--- config.mk ---
export PLATFORM = sky130hd
export DESIGN_NAME = tar_stream_deframer_flat
export DESIGN_NICKNAME = d
export VERILOG_FILES = /design/src/sv/tsd_pkg.sv /design/src/sv/tsd_ifs.sv /design/src/sv/tsd_core.sv /design/src/sv/tsd_out_reg.sv /design/src/sv/tar_stream_deframer.sv /design/src/flat_wrapper.sv
export SDC_FILE = /design/constraint.sdc
export NUM_CORES = 1
export LEC_CHECK = 0
export BUFFER_PORTS_ARGS = -buffer_cell sky130_fd_sc_hd__buf_2
export CAP_MARGIN = 10
export CORE_AREA = 10 10 147 149
export CTS_BUF_LIST = sky130_fd_sc_hd__clkbuf_4
export CTS_CLUSTER_SIZE = 16
export DETAILED_ROUTE_END_ITERATION = 8
export DIE_AREA = 0 0 157 159
export HOLD_SLACK_MARGIN = 0.12
export PLACE_DENSITY = 0.78
export RECOVER_POWER = 50
export SYNTH_ARGS = -nofsm -noshare
export SYNTH_HDL_FRONTEND = slang
export SYNTH_HIERARCHICAL = 1
export SYNTH_SLANG_ARGS = --single-unit
--- constraint.sdc ---
create_clock -name clock -period 3.8 [get_ports clock]
set_input_delay 0.38 -clock clock [delete_from_list [all_inputs] [get_ports clock]]
set_output_delay 0.38 -clock clock [all_outputs]
set_load 0.05 [all_outputs]
--- src/sv/tsd_pkg.sv ---
package tsd_pkg;

   localparam int BLOCK_BYTES = 512;
   localparam int SIZE_DIGITS = 12;
   localparam int OFF_W       = $clog2(BLOCK_BYTES);
   localparam int SIZE_W      = 36;
   localparam int SUM_W       = 17;
   localparam int KIND_W      = 3;
   localparam int TYPE_W      = 3;

   localparam int SIZE_AT = 124;
   localparam int CHK_AT  = 148;
   localparam int CHK_LEN = 8;
   localparam int TYPE_AT = 156;

   localparam logic [7:0] CHAR_SPACE = 8'h20;
   localparam logic [7:0] CHAR_ZERO  = 8'h30;
   localparam logic [7:0] CHAR_SEVEN = 8'h37;

   typedef enum logic [2:0] {
      PH_HEADER = 3'd0,
      PH_BODY   = 3'd1,
      PH_PAD    = 3'd2,
      PH_TRAIL  = 3'd4
   } phase_type;

   typedef enum logic [KIND_W-1:0] {
      KIND_HEADER = 3'd0,
      KIND_BODY   = 3'd1,
      KIND_PAD    = 3'd2,
      KIND_END    = 3'd3,
      KIND_TRAIL  = 3'd4
   } kind_type;

   typedef struct packed {
      logic [7:0]        out_byte;
      kind_type          byte_kind;
      logic              header_done;
      logic [SIZE_W-1:0] entry_size;
      logic [TYPE_W-1:0] entry_type;
      logic [SUM_W-1:0]  header_sum;
      logic              entry_last;
      logic              archive_end;
   } result_type;

endpackage

--- src/sv/tsd_ifs.sv ---
interface tsd_req_if;
   logic       valid;
   logic       ready;
   logic [7:0] data_byte;

   modport source (output valid, output data_byte, input ready);
   modport sink (input valid, input data_byte, output ready);
endinterface

interface tsd_rsp_if;
   logic                       valid;
   logic                       ready;
   logic [7:0]                 out_byte;
   logic [tsd_pkg::KIND_W-1:0] byte_kind;
   logic                       header_done;
   logic [tsd_pkg::SIZE_W-1:0] entry_size;
   logic [tsd_pkg::TYPE_W-1:0] entry_type;
   logic [tsd_pkg::SUM_W-1:0]  header_sum;
   logic                       entry_last;
   logic                       archive_end;

   modport source (output valid, output out_byte, output byte_kind, output header_done,
                   output entry_size, output entry_type, output header_sum,
                   output entry_last, output archive_end, input ready);
   modport sink (input valid, input out_byte, input byte_kind, input header_done,
                 input entry_size, input entry_type, input header_sum,
                 input entry_last, input archive_end, output ready);
endinterface

--- src/sv/tsd_core.sv ---
module tsd_core #(
   parameter int SIZE_DIGITS = tsd_pkg::SIZE_DIGITS
) (
   input  logic                clock,
   input  logic                reset,
   input  logic                take,
   input  logic [7:0]          data_byte,
   output tsd_pkg::result_type result
);
   import tsd_pkg::*;

   logic [OFF_W-1:0]  block_offset_ff, block_offset_in;
   phase_type         phase_ff, phase_in;
   logic [SIZE_W-1:0] size_accum_ff, size_accum_in;
   logic [SIZE_W-1:0] body_remaining_ff, body_remaining_in;
   logic [OFF_W-1:0]  pad_remaining_ff, pad_remaining_in;
   logic [SUM_W-1:0]  sum_accum_ff, sum_accum_in;
   logic [TYPE_W-1:0] type_value_ff, type_value_in;
   logic              name_empty_ff, name_empty_in;

   logic              first, last, is_octal, in_size, in_chk;
   logic [7:0]        diff;
   logic [TYPE_W-1:0] digit;
   logic [SIZE_W-1:0] size_base, body_dec;
   logic [SUM_W-1:0]  sum_base;
   logic [TYPE_W-1:0] type_base;
   logic [OFF_W-1:0]  pad_dec;

   always_ff @(posedge clock) begin
      if (reset) begin
         block_offset_ff   <= '0;
         phase_ff          <= PH_HEADER;
         size_accum_ff     <= '0;
         body_remaining_ff <= '0;
         pad_remaining_ff  <= '0;
         sum_accum_ff      <= '0;
         type_value_ff     <= '0;
         name_empty_ff     <= 1'b0;
      end else if (take) begin
         block_offset_ff   <= block_offset_in;
         phase_ff          <= phase_in;
         size_accum_ff     <= size_accum_in;
         body_remaining_ff <= body_remaining_in;
         pad_remaining_ff  <= pad_remaining_in;
         sum_accum_ff      <= sum_accum_in;
         type_value_ff     <= type_value_in;
         name_empty_ff     <= name_empty_in;
      end
   end

   always_comb begin
      first    = (block_offset_ff == '0);
      last     = (block_offset_ff == OFF_W'(BLOCK_BYTES - 1));
      is_octal = (data_byte inside {[CHAR_ZERO:CHAR_SEVEN]});
      in_size  = (block_offset_ff >= OFF_W'(SIZE_AT))
                 && (block_offset_ff < OFF_W'(SIZE_AT + SIZE_DIGITS));
      in_chk   = (block_offset_ff >= OFF_W'(CHK_AT))
                 && (block_offset_ff < OFF_W'(CHK_AT + CHK_LEN));
      diff     = data_byte - CHAR_ZERO;
      digit    = diff[TYPE_W-1:0];
      size_base = first ? '0 : size_accum_ff;
      sum_base  = first ? '0 : sum_accum_ff;
      type_base = first ? '0 : type_value_ff;
      body_dec  = body_remaining_ff - SIZE_W'(1);
      pad_dec   = pad_remaining_ff - OFF_W'(1);

      block_offset_in   = block_offset_ff;
      phase_in          = phase_ff;
      size_accum_in     = size_accum_ff;
      body_remaining_in = body_remaining_ff;
      pad_remaining_in  = pad_remaining_ff;
      sum_accum_in      = sum_accum_ff;
      type_value_in     = type_value_ff;
      name_empty_in     = name_empty_ff;

      result             = '0;
      result.out_byte    = data_byte;
      result.byte_kind   = KIND_TRAIL;

      case (phase_ff)
         PH_HEADER: begin
            name_empty_in = first ? (data_byte == 8'h00) : name_empty_ff;
            size_accum_in = (in_size && is_octal)
                            ? {size_base[SIZE_W-4:0], digit} : size_base;
            type_value_in = (block_offset_ff == OFF_W'(TYPE_AT))
                            ? (is_octal ? digit : '0) : type_base;
            sum_accum_in  = sum_base + SUM_W'(in_chk ? CHAR_SPACE : data_byte);
            result.byte_kind = name_empty_in ? KIND_END : KIND_HEADER;
            if (last) begin
               block_offset_in = '0;
               if (name_empty_in) begin
                  result.archive_end = 1'b1;
                  phase_in           = PH_TRAIL;
               end else begin
                  result.header_done = 1'b1;
                  result.entry_size  = size_accum_in;
                  result.entry_type  = type_value_in;
                  result.header_sum  = sum_accum_in;
                  if (size_accum_in == '0) begin
                     result.entry_last = 1'b1;
                  end else begin
                     body_remaining_in = size_accum_in;
                     pad_remaining_in  = OFF_W'(0) - size_accum_in[OFF_W-1:0];
                     phase_in          = PH_BODY;
                  end
               end
            end else begin
               block_offset_in = block_offset_ff + OFF_W'(1);
            end
         end
         PH_BODY: begin
            result.byte_kind  = KIND_BODY;
            body_remaining_in = body_dec;
            if (body_dec == '0) begin
               if (pad_remaining_ff != '0) begin
                  phase_in = PH_PAD;
               end else begin
                  result.entry_last = 1'b1;
                  phase_in          = PH_HEADER;
               end
            end
         end
         PH_PAD: begin
            result.byte_kind = KIND_PAD;
            pad_remaining_in = pad_dec;
            if (pad_dec == '0) begin
               result.entry_last = 1'b1;
               phase_in          = PH_HEADER;
            end
         end
         default: begin
            result.byte_kind   = KIND_TRAIL;
            result.archive_end = 1'b1;
         end
      endcase
   end

endmodule

--- src/sv/tsd_out_reg.sv ---
module tsd_out_reg (
   input  logic                clock,
   input  logic                reset,
   input  logic                load,
   input  tsd_pkg::result_type result,
   output logic                can_load,
   tsd_rsp_if.source           rsp_chan
);
   import tsd_pkg::*;

   logic       rsp_valid_ff;
   result_type result_ff;

   assign can_load = !rsp_valid_ff || rsp_chan.ready;

   always_ff @(posedge clock) begin
      if (reset) begin
         rsp_valid_ff <= 1'b0;
      end else if (can_load) begin
         rsp_valid_ff <= load;
      end
   end

   always_ff @(posedge clock) begin
      if (load) begin
         result_ff <= result;
      end
   end

   assign rsp_chan.valid       = rsp_valid_ff;
   assign rsp_chan.out_byte    = result_ff.out_byte;
   assign rsp_chan.byte_kind   = result_ff.byte_kind;
   assign rsp_chan.header_done = result_ff.header_done;
   assign rsp_chan.entry_size  = result_ff.entry_size;
   assign rsp_chan.entry_type  = result_ff.entry_type;
   assign rsp_chan.header_sum  = result_ff.header_sum;
   assign rsp_chan.entry_last  = result_ff.entry_last;
   assign rsp_chan.archive_end = result_ff.archive_end;

endmodule

--- src/sv/tar_stream_deframer.sv ---
// Splits a tar archive, one byte per transfer, into header, body, padding,
// end marker and trailing bytes; every byte comes back out with its kind on
// the next cycle. The last byte of each 512-byte header carries the parsed
// octal size, the type digit and the header sum with the checksum field
// read as spaces; the checksum itself is left for software to compare. A
// header whose first byte is zero ends the archive and all later bytes are
// trailing until reset. One byte is taken every cycle, set by the single
// result register: input stalls only while that register holds a result
// that the sink has not taken.
module tar_stream_deframer #(
   parameter int SIZE_DIGITS = tsd_pkg::SIZE_DIGITS
) (
   input logic       clock,
   input logic       reset,
   tsd_req_if.sink   req_chan,
   tsd_rsp_if.source rsp_chan
);
   import tsd_pkg::*;

   logic       take;
   logic       can_load;
   result_type result;

   assign req_chan.ready = can_load;
   assign take           = req_chan.valid && can_load;

   tsd_core #(
      .SIZE_DIGITS (SIZE_DIGITS)
   ) u_core (
      .clock     (clock),
      .reset     (reset),
      .take      (take),
      .data_byte (req_chan.data_byte),
      .result    (result)
   );

   tsd_out_reg u_out_reg (
      .clock    (clock),
      .reset    (reset),
      .load     (take),
      .result   (result),
      .can_load (can_load),
      .rsp_chan (rsp_chan)
   );

   a_stall_blocks_input: assert property (@(posedge clock) disable iff (reset)
      rsp_chan.valid && !rsp_chan.ready |-> !(req_chan.valid && req_chan.ready))
      else $error("transfer accepted while result is stalled");

   a_take_gives_result: assert property (@(posedge clock) disable iff (reset)
      req_chan.valid && req_chan.ready |=> rsp_chan.valid)
      else $error("accepted byte produced no result");

   a_header_done_kind: assert property (@(posedge clock) disable iff (reset)
      rsp_chan.valid && rsp_chan.header_done
      |-> rsp_chan.byte_kind == KIND_HEADER && !rsp_chan.archive_end)
      else $error("header_done outside a header block");

   a_end_no_entry_last: assert property (@(posedge clock) disable iff (reset)
      rsp_chan.valid && rsp_chan.archive_end |-> !rsp_chan.entry_last
      && (rsp_chan.byte_kind == KIND_END || rsp_chan.byte_kind == KIND_TRAIL))
      else $error("archive_end on an entry byte");

endmodule

--- src/flat_wrapper.sv ---
// flat-port wrapper written by rule: the top's interface ports become plain ports
module tar_stream_deframer_flat import tsd_pkg::*;
#(
   parameter int SIZE_DIGITS = tsd_pkg::SIZE_DIGITS
)
  (clock, reset, req_chan_valid, req_chan_data_byte, req_chan_ready, rsp_chan_valid, rsp_chan_out_byte, rsp_chan_byte_kind, rsp_chan_header_done, rsp_chan_entry_size, rsp_chan_entry_type, rsp_chan_header_sum, rsp_chan_entry_last, rsp_chan_archive_end, rsp_chan_ready);
  tsd_req_if req_chan_i ();
  tsd_rsp_if rsp_chan_i ();
  input logic clock;
  input logic reset;
  input wire logic [$bits(req_chan_i.valid)-1:0] req_chan_valid;
  input wire logic [$bits(req_chan_i.data_byte)-1:0] req_chan_data_byte;
  output wire logic [$bits(req_chan_i.ready)-1:0] req_chan_ready;
  output wire logic [$bits(rsp_chan_i.valid)-1:0] rsp_chan_valid;
  output wire logic [$bits(rsp_chan_i.out_byte)-1:0] rsp_chan_out_byte;
  output wire logic [$bits(rsp_chan_i.byte_kind)-1:0] rsp_chan_byte_kind;
  output wire logic [$bits(rsp_chan_i.header_done)-1:0] rsp_chan_header_done;
  output wire logic [$bits(rsp_chan_i.entry_size)-1:0] rsp_chan_entry_size;
  output wire logic [$bits(rsp_chan_i.entry_type)-1:0] rsp_chan_entry_type;
  output wire logic [$bits(rsp_chan_i.header_sum)-1:0] rsp_chan_header_sum;
  output wire logic [$bits(rsp_chan_i.entry_last)-1:0] rsp_chan_entry_last;
  output wire logic [$bits(rsp_chan_i.archive_end)-1:0] rsp_chan_archive_end;
  input wire logic [$bits(rsp_chan_i.ready)-1:0] rsp_chan_ready;
  assign req_chan_i.valid = req_chan_valid;
  assign req_chan_i.data_byte = req_chan_data_byte;
  assign req_chan_ready = req_chan_i.ready;
  assign rsp_chan_valid = rsp_chan_i.valid;
  assign rsp_chan_out_byte = rsp_chan_i.out_byte;
  assign rsp_chan_byte_kind = rsp_chan_i.byte_kind;
  assign rsp_chan_header_done = rsp_chan_i.header_done;
  assign rsp_chan_entry_size = rsp_chan_i.entry_size;
  assign rsp_chan_entry_type = rsp_chan_i.entry_type;
  assign rsp_chan_header_sum = rsp_chan_i.header_sum;
  assign rsp_chan_entry_last = rsp_chan_i.entry_last;
  assign rsp_chan_archive_end = rsp_chan_i.archive_end;
  assign rsp_chan_i.ready = rsp_chan_ready;
  tar_stream_deframer #(.SIZE_DIGITS(SIZE_DIGITS)) u_core (.clock(clock), .reset(reset), .req_chan(req_chan_i), .rsp_chan(rsp_chan_i));
endmodule
# Yosys cells after proc, flatten, opt, wreduce, memory -nomap -nowiden
# Cells that the tools add are included.
[totals] regBits=185 inputBits=12 output_inout_bits=72 word_cells=100
[op_classes] n_addsub=6 magnitude_cmp=6 n_eq_ne=10 mux=35 bitwise_logic=2 n_reduce_logical=24
[op_table] cell="36-bit 2-to-1 mux" n=5
[op_table] cell="36-bit zero test" n=2
[op_table] cell="36-bit case mux with 2 select lines" n=1
[op_table] cell="58-bit 2-to-1 mux" n=1
[op_table] cell="9-bit 2-to-1 mux" n=4
[op_table] cell="36-bit by 1-bit subtractor with 36-bit output (second input constant)" n=1
[op_table] cell="3-bit 2-to-1 mux" n=8
[op_table] cell="9-bit zero test" n=2
[op_table] cell="9-bit by 8-bit less-than comparator with 1-bit output (second input constant)" n=2
[op_table] cell="3-bit case mux with 3 select lines" n=2
[op_table] cell="9-bit case mux with 2 select lines" n=1
[op_table] cell="17-bit by 8-bit adder with 17-bit output" n=1
[op_table] cell="17-bit 2-to-1 mux" n=1
[op_table] cell="2-bit != test (second input constant)" n=5
[op_table] cell="5-bit AND reduction" n=2
[op_table] cell="9-bit by 1-bit adder with 9-bit output (second input constant)" n=1
[op_table] cell="9-bit by 8-bit equality test with 1-bit output (second input constant)" n=1
[op_table] cell="9-bit equality test (second input constant)" n=1
[op_table] cell="9-bit by 7-bit greater-or-equal comparator with 1-bit output (second input constant)" n=1
[op_table] cell="9-bit by 8-bit greater-or-equal comparator with 1-bit output (second input constant)" n=1
[op_table] cell="9-bit nonzero test" n=1
[op_table] cell="1-bit by 9-bit subtractor with 9-bit output (first input constant)" n=1
[op_table] cell="9-bit by 1-bit subtractor with 9-bit output (second input constant)" n=1
[op_table] cell="8-bit by 6-bit greater-or-equal comparator with 1-bit output (second input constant)" n=1
[op_table] cell="other kinds (22)" n=36

# Longest topological paths before layout
# Gate-level depths: netlist of run 1.
[depth] ltp_word=9 depth_mapped=17 depth_no_buf=15

# Hierarchy
# The synthesis of run 1 kept the hierarchy.
[modules_own_cells] module="tsd_core" instances=1 cells_each=1146 area_per_inst_um2=8160.3 seq_area_each_um2=2282.2
[modules_own_cells] module="tsd_out_reg" instances=1 cells_each=74 area_per_inst_um2=2148.3 seq_area_each_um2=2122.0
[modules_own_cells] module="tar_stream_deframer" instances=1 cells_each=1 area_per_inst_um2=6.3 seq_area_each_um2=0.0

# Least setup slack after synthesis of run 1
# OpenSTA, ideal clock, no wires.
[synth_timing] kind="register -> register" from="reg u_core.u_out_reg.rsp_valid_ff (netlist: u_core/u_out_reg/rsp_chan.valid)" to="reg u_core.u_core.body_remaining_ff[0]" setup_ns=0.074 t_arrival_ns=3.760 required_time_ns=3.726 setup_slack_ns=-0.035 stages_incl_launch_ff=10 n_path_buf=1 synth_period_minus_slack_ns=3.835 cell_sequence="dfxtp_1 nand2b_4 and2_1 nand2b_1 nor2_1 o21ai_0 a21oi_1 clkbuf_1 nand3_1 a31oi_1"
[synth_between] elab_chain_len=4
[synth_rtl] item="from (decl)" line="tsd_out_reg.sv:11" source="logic rsp_valid_ff;"
[synth_rtl] item="from (signal assigned)" line="tsd_out_reg.sv:20" source="rsp_valid_ff <= load;"
[synth_rtl] item="1-bit zero test" line="tsd_out_reg.sv:14" source="assign can_load = !rsp_valid_ff || rsp_chan.ready;"
[synth_rtl] item="1-bit logical OR" line="tsd_out_reg.sv:14"
[synth_rtl] item="named net req_chan_ready" line="flat_wrapper.sv:13" source="output wire logic [$bits(req_chan_i.ready)-1:0] req_chan_ready;"
[synth_rtl] item="1-bit logical AND" line="tar_stream_deframer.sv:25" source="assign take = req_chan.valid && can_load;"
[synth_rtl] item="named net u_core.take" line="tar_stream_deframer.sv:20" source="logic take;"
[synth_rtl] item="5-bit AND reduction (no source line)"
[synth_rtl] item="to (signal assigned)" line="tsd_core.sv:43" source="body_remaining_ff <= body_remaining_in;"
[synth_rtl] item="to (decl)" line="tsd_core.sv:15" source="logic [SIZE_W-1:0] body_remaining_ff, body_remaining_in;"
# The timed path passes the listed nets, and every way through them passes these cells.
# A chain may end at the register's enable or synchronous reset.

==> results.tsv, run 1 <==
stage	metric	value	unit
floorplan	die_h	159	µm
yosys	synth_edf_count	70	
clock_network	cts-buffers-inserted	17	
final_layout	multi_input_area	5430	µm²
worst_setup_path	r2r_slack	0.21	ns
yosys	ys.flop_type	dfxtp_1	
timing	setup_tns	0	ns
timing	fin_skew	0.0153	ns
floorplan	fp.dieW	157	µm
global_route	grt_use_met2	33.6	%
power	p_leak	0.00410	µW
final_layout	seq_area	4400	µm²
timing	worst-slew-pin-transition	1.24	ns
route	viasPerCell	6.27	
route	post-route-drc-count	0	
worst_hold_path	min_path_type	input pin to flip-flop	
yosys	avgSynthCellArea	8.45	µm²
global_route	grt_pass1_wl	45000	µm
yosys	synth_seq_area_share	42.7	%
yosys	syn_inst	1221	
global_route	gr-total-overflow	0	
worst_setup_path	start_kind	flip-flop	
placement	dp_hpwl	19300	µm
worst_setup_path	cp_data_required_time	4.25	ns
global_route	use_met3	3.91	%
yosys	ys_ff_latch	185	
route	drt-initial-drc-count	1156	
clock_network	cts-root-buf	clkbuf_4	
route	ant_nets	0	
timing	hold_violations	0	
timing	fin_crit_sh	94.5	%
clock_network	clock_path_buffers	2	
placement	io_buffers	83	
worst_setup_path	reg2regPathDepth	8	
global_route	top_usage_layer	met2	
timing	fmax	0.279	GHz
floorplan	core	18600	µm²
placement	pre_cts_ws	0.207	ns
yosys	syn_area	10300	µm²
clock_network	cts-htree-levels	4	
clock_network	post_cts_buffers	0	
power	p_per_area	336	nW/µm²
final_layout	area_growth	9.00	%
yosys	synth-async-reset-ratio	0	%
worst_setup_path	worstSetupPathType	flip-flop to flip-flop	
timing	finalSetupViolations	0	
final_layout	fill_cells	1647	
route	wl	28000	µm
global_route	grt_pass1_vias	8622	
worst_setup_path	crit_family	simple AND/OR/NAND/NOR gates	
floorplan	dieArea	25000	µm²
clock_network	cts_tree	built	
yosys	yosysWarnings	6	
final_layout	nets	1307	
global_route	grtUsageTotal	21.7	%
yosys	synthDistinctLibCells	76	
timing	rsz0062_at_grt	no	
global_route	grtUsageMet1	29.6	%
clock_network	clkSinkCount	185	
outcome	status	completed	
timing	finalCriticalPeriod	3.59	ns
floorplan	start_util	55.5	%
floorplan	io_pins	84	
worst_hold_path	hp-start	reset	
timing	setup_ws	0.211	ns
yosys	syn_nets	1250	
placement	gp_congestion	0.944	
final_layout	layout_commonest_cell	nor2_1	
worst_setup_path	worstPathMaxFanout	6	
power	peakVddDrop	0.234	mV
route	drt_first_pass_iters	6	
worst_setup_path	rr_endpoint	u_core/u_out_reg/rsp_chan.entry_last	
worst_setup_path	crit_path_end_kind	flip-flop	
timing	drv_slew	0	
worst_setup_path	cp.arrival	4.04	ns
job	drv_cap	0	
clock_network	cts.clk_slew.worst_paths	0.16	ns
worst_hold_path	whs_path_depth	2	
floorplan	row_count	50	
global_route	antenna_found_initial	1	
route	vias	9571	
clock_network	clk_latency	0.58	ns
worst_setup_path	slowest_delay	0.55	ns
timing	slew_headroom	17.7	%
route	wire_per_inst	18.3	µm
worst_setup_path	worst-path-buf-inv	0	
final_layout	final_cell_mix	nor2_1, a21oi_1, dfxtp_1	
worst_setup_path	cp_slowest_cell	or4_1	
worst_setup_path	crit_chain	or4_1 -> or4_4 -> nor4_1 -> nand4b_1 -> a211o_1 -> a211o_1 -> nor4_1 -> a31o_1	
final_layout	drive_gt1_share	8.13	%
global_route	grt_max_degree	93	
worst_hold_path	hold_path_end	u_core/u_out_reg/rsp_chan.valid	
worst_setup_path	r2r_start	u_core/u_core/body_remaining_ff[14]	
==> layout make-up <==
type | count | share of cell area, %
Timing Repair Buffer | 130 | 6.19
Tap cell | 234 | 2.60
Antenna cell | 1 | 0.0223
Clock buffer | 18 | 1.20
Sequential cell | 185 | 39.2
Clock inverter | 14 | 1.70
Multi-Input combinational cell | 919 | 48.3
Inverter | 25 | 0.835
==> power by group <==
group	leakage [µW]	switching (µW)	internal, µW
Combinational	0.00230	349	91.7
Clock	0.000163	728	485
Sequential	0.00164	17.0	2100
==> Yosys cell counts, types with 4 or more instances <==
cell      count  area (µm²)
and2_1       19         119
mux2i_1      33         330
or3_1        17         106
a21o_1        5        37.5
nand3b_1      8        60.1
nand4_1      17         106
buf_2         7        35.0
inv_1        25        93.8
nor4b_1       5        43.8
clkbuf_1     70         263
a31oi_1      12        75.1
o31ai_1       8        60.1
nand2b_1      7        43.8
nand2_1     111         417
dfxtp_1     115        2300
o21ai_0      68         340
xnor2_1      14         123
and4_1        5        43.8
o21bai_1      4        30.0
a22oi_1      16         120
nor4_1       26         163
nand3_1      29         145
or2_2         7        43.8
a21oi_1     115         576
xor2_1       21         184
or4_1         6        45.0
nor3b_1       6        45.0
nor2b_1       9        56.3
buf_4         9        67.6
edfxtp_1     70        2100
o32ai_1      12         105
and3_1        8        50.1
a211oi_1     17         128
nor2_1      134         503
o211ai_1      8        60.1
ha_1         16         200
nor3_1       99         495
==> per-layer routing <==
layer,vias to the layer above,routed length (µm)
li1,4567,-
met1,4503,12200
met2,451,12800
met3,50,2260
met4,0,716
met5,-,0
==> through the flow <==
step	hold slack, ns	std cells	power [µW]	instance area, µm²	util, %
after global routing	0.213	1526	3920	11200	60.5
after global placement	0.439	1484	2600	10900	58.8
final	0.234	1526	3770	11200	60.5
after detailed placement	0.455	1484	2600	10900	58.8
after CTS	0.206	1525	3800	11300	61.1
after floorplan	0.432	1221	2490	10300	-
==> timing repair <==
| action | CTS | global route |
|---|---|---|
| hold buffers | 9 | 0 |
| hold endpoints to repair | 12 | 0 |
| gates resized for setup | 0 | 2 |
| setup endpoints to repair | 0 | 12 |
==> flip-flops by register name (all words and copies together), names as in the netlist, 3 cells and up <==
signal                                count
u_core/u_out_reg/rsp_chan.byte_kind       3
u_core/u_out_reg/rsp_chan.entry_size     36
u_core/u_core/body_remaining_ff          36
u_core/u_core/sum_accum_ff               17
u_core/u_core/size_accum_ff              36
u_core/u_out_reg/rsp_chan.out_byte        8
u_core/u_out_reg/rsp_chan.header_sum     17
u_core/u_core/type_value_ff               3
u_core/u_out_reg/rsp_chan.entry_type      3
u_core/u_core/pad_remaining_ff            9
u_core/u_core/phase_ff                    3
u_core/u_core/block_offset_ff             9
==> cell families (layout without fill, tap and decap cells) <==
| family | count (synthesis) | count (layout) | share of synthesized area [%] |
|---|---|---|---|
| compound gates | 302 | 302 | 18.1 |
| xor+xnor | 35 | 35 | 2.97 |
| fa+ha+maj | 17 | 17 | 2.13 |
| buf+inv | 117 | 187 | 4.83 |
| flops | 185 | 185 | 42.7 |
| mux | 36 | 36 | 3.53 |
| other cells | 0 | 1 | 0 |
| simple gates | 529 | 529 | 25.8 |
==> worst register-to-register path, cell delays in order (launching register included) <==
cell	delay [ns]
dfxtp_1	0.40
or4_1	0.55
or4_4	0.52
nor4_1	0.52
nand4b_1	0.19
a211o_1	0.31
a211o_1	0.33
nor4_1	0.42
a31o_1	0.23
==> how the worst max path moves through the flow <==
| stage | startpoint | to | slack (ns) | cells after the start |
|---|---|---|---|---|
| after global placement | u_core/u_core/block_offset_ff[2] | u_core/u_out_reg/rsp_chan.header_sum[8] | 0.28 | 14 |
| after floorplan | u_core/u_core/block_offset_ff[2] | u_core/u_out_reg/rsp_chan.header_sum[16] | 0.20 | 17 |
| after global routing | u_core/u_core/block_offset_ff[5] | u_core/u_out_reg/rsp_chan.header_sum[12] | 0.006 | 15 |
| final | u_core/u_core/body_remaining_ff[14] | u_core/u_out_reg/rsp_chan.entry_last | 0.21 | 8 |
| after CTS | u_core/u_core/block_offset_ff[2] | u_core/u_out_reg/rsp_chan.header_sum[12] | 0.23 | 15 |
| after detailed placement | req_chan_data_byte[7] | u_core/u_core/body_remaining_ff[26] | 0.21 | 12 |
(Power assumes the default switching activity.)
==> inputs of run 2 (changes only) <==
--- a/config.mk
+++ b/config.mk
@@ -7,13 +7,12 @@
 export LEC_CHECK = 0
 export BUFFER_PORTS_ARGS = -buffer_cell sky130_fd_sc_hd__buf_2
 export CAP_MARGIN = 10
-export CORE_AREA = 10 10 147 149
+export CORE_AREA = 2 2 164 166
 export CTS_BUF_LIST = sky130_fd_sc_hd__clkbuf_4
 export CTS_CLUSTER_SIZE = 16
 export DETAILED_ROUTE_END_ITERATION = 8
-export DIE_AREA = 0 0 157 159
+export DIE_AREA = 0 0 166 168
 export HOLD_SLACK_MARGIN = 0.12
-export PLACE_DENSITY = 0.78
 export RECOVER_POWER = 50
 export SYNTH_ARGS = -nofsm -noshare
 export SYNTH_HDL_FRONTEND = slang
==> run 2 against run 1 <==
Compared with the run above: non-clock buffer count increased by 10; combinational power about the same; utilization decreased by 17 points; via count decreased by 0.47%; first-iteration DRC count decreased by 2.9%; count of clock-buffer cells in the layout decreased by 1; critical path type is now input pin to flip-flop; largest power group unchanged.
==> results.tsv, run 2 (same netlist as run 1, synthesis figures left out) <==
stage	metric	value	unit	change
route	ant_nets	0		unchanged
worst_hold_path	min_path_type	input pin to flip-flop		
route	wire_per_inst	18.0	µm	-1.9%
timing	worst-slew-pin-transition	0.983	ns	-0.253 ns
route	post-route-drc-count	0		unchanged
clock_network	cts.clk_slew.worst_paths	0.18	ns	+0.02 ns
timing	finalSetupViolations	0		unchanged
final_layout	drive_gt1_share	8.84	%	+0.71 points
placement	gp_congestion	0.889		-5.8%
worst_setup_path	worstPathMaxFanout	47		+41
clock_network	cts-htree-levels	4		unchanged
worst_setup_path	worstSetupPathType	input pin to flip-flop		
floorplan	fp.dieW	166	µm	+5.7%
timing	setup_tns	0	ns	unchanged
worst_setup_path	cp.arrival	4.04	ns	about the same
clock_network	cts_tree	built		
clock_network	cts-buffers-inserted	17		unchanged
clock_network	clkSinkCount	185		unchanged
timing	hold_violations	0		unchanged
timing	slew_headroom	34.5	%	+17 points
final_layout	final_cell_mix	nor2_1, a21oi_1, dfxtp_1		
worst_setup_path	start_kind	input pin		
floorplan	dieArea	27900	µm²	+12%
timing	whs	0.231	ns	-0.00272 ns
job	drv_cap	0		unchanged
timing	finalCriticalPeriod	3.54	ns	-0.0480 ns
global_route	antenna_found_initial	1		unchanged
route	viasPerCell	5.79		-7.6%
floorplan	row_count	60		+20%
global_route	grtUsageTotal	20.9	%	-0.81 points
power	p_per_area	329	nW/µm²	-2.0%
final_layout	final_cell_area	11400	µm²	+1.8%
floorplan	start_util	39.1	%	-16 points
placement	place_area	11100	µm²	+1.9%
floorplan	die_h	168	µm	+5.7%
final_layout	fill_cells	2680		+63%
global_route	grt_max_degree	66		-29%
placement	io_buffers	83		unchanged
floorplan	io_pins	84		unchanged
placement	place_inst	1601		+7.9%
timing	fin_skew	0.0330	ns	+0.0178 ns
timing	fmax	0.282	GHz	+1.4%
outcome	status	completed		
route	wl	29500	µm	+5.6%
global_route	grt_pass1_vias	8860		+2.8%
global_route	grt_pass1_wl	47900	µm	+6.3%
final_layout	nets	1317		+0.77%
timing	drv_slew	0		unchanged
global_route	gr-total-overflow	0		unchanged
clock_network	cts-root-buf	clkbuf_4		
timing	rsz0062_at_grt	no		
final_layout	area_growth	10.9	%	
worst_setup_path	cp_data_required_time	4.30	ns	+0.05 ns
final_layout	instances_no_fill	1644		+7.7%
clock_network	clk_latency	0.59	ns	about the same
final_layout	multi_input_area	5420	µm²	-0.12%
clock_network	clock_path_buffers	2		unchanged
placement	dp_hpwl	20200	µm	+4.4%
power	peakVddDrop	0.168	mV	-28%
final_layout	layout_commonest_cell	nor2_1		
route	vias	9526		-0.47%
worst_setup_path	crit_path_end_kind	flip-flop		
power	p_leak	0.00415	µW	+1.2%
route	drt_first_pass_iters	6		unchanged
timing	fin_crit_sh	93.2	%	-1.3 points
floorplan	core	26400	µm²	+42%
final_layout	seq_area	4400	µm²	unchanged
route	drt-initial-drc-count	1122		-2.9%
## run 2: changes by cell type in the layout (fill, tap and decap cells not counted), sizes merged
cell / change
buf: +10
inv: +5
clkinvlp: -4
bufinv: -2
clkinv: +2
clkbuf: -1
diode: +1
## run 2: critical path: stages
cell and delay, ns:
dlygate4sd3_1 0.54, clkbuf_1 0.12, or3_1 0.45, or3_1 0.39, or2_2 0.39, o311ai_0 0.60, and4_1 0.39, a21o_1 0.18
buf_12 0.23, a21oi_1 0.07, o221a_2 0.29
## run 2: area by class of cell
cell class                      count  area share (%)
Antenna cell                        2          0.0437
Clock buffer                       17            1.12
Clock inverter                     15            1.68
Inverter                           25           0.820
Multi-Input combinational cell    919            47.4
Sequential cell                   185            38.5
Tap cell                          341            3.73
Timing Repair Buffer              140            6.75
## run 2: layer usage
| layer | vias up | wire length (µm) | global-route usage [%] | share of wire [%] |
|---|---|---|---|---|
| met5 | - | 0 | 0 | 0 |
| met4 | 0 | 682 | 6.69 | 2.3 |
| met3 | 52 | 1670 | 3.08 | 5.6 |
| met2 | 326 | 13300 | 32.7 | 45 |
| met1 | 4554 | 13900 | 29.8 | 47 |
| li1 | 4594 | - | - | - |
## run 2: metrics by stage
stage               setup slack (ns)  util (%)  total power [µW]
detailed placement             0.258      42.3              2610
global route                 0.00201      43.4              3910
floorplan                      0.197         -              2490
finish                         0.259      43.4              3760
global placement               0.327      42.3              2610
CTS                            0.198      43.8              3820
## run 2: worst paths after layout
| path | startpoint | to | slack [ns] | depth (start not counted) |
|---|---|---|---|---|
| hold reg to reg | u_core/u_core/sum_accum_ff[0] | u_core/u_core/sum_accum_ff[0] | 0.46 | 2 |
| setup reg to reg | u_core/u_core/body_remaining_ff[14] | u_core/u_out_reg/rsp_chan.entry_last | 0.28 | 8 |
| setup / recovery | req_chan_data_byte[7] | u_core/u_core/body_remaining_ff[26] | 0.26 | 11 |
| hold / removal | reset | u_core/u_core/sum_accum_ff[2] | 0.23 | 2 |
## run 2: where the power goes
part	switching [µW]	internal, µW
Clock	819	380
Sequential	18.1	2100
Combinational	350	94.4
Total	1190	2580
## run 2: timing repair
action                                  4_1_cts  5_1_grt
resized for setup                             0        2
endpoints found under the hold margin        12        0
endpoints found under the setup margin        0        2
setup buffers                                 0        0
hold buffers                                  9        0
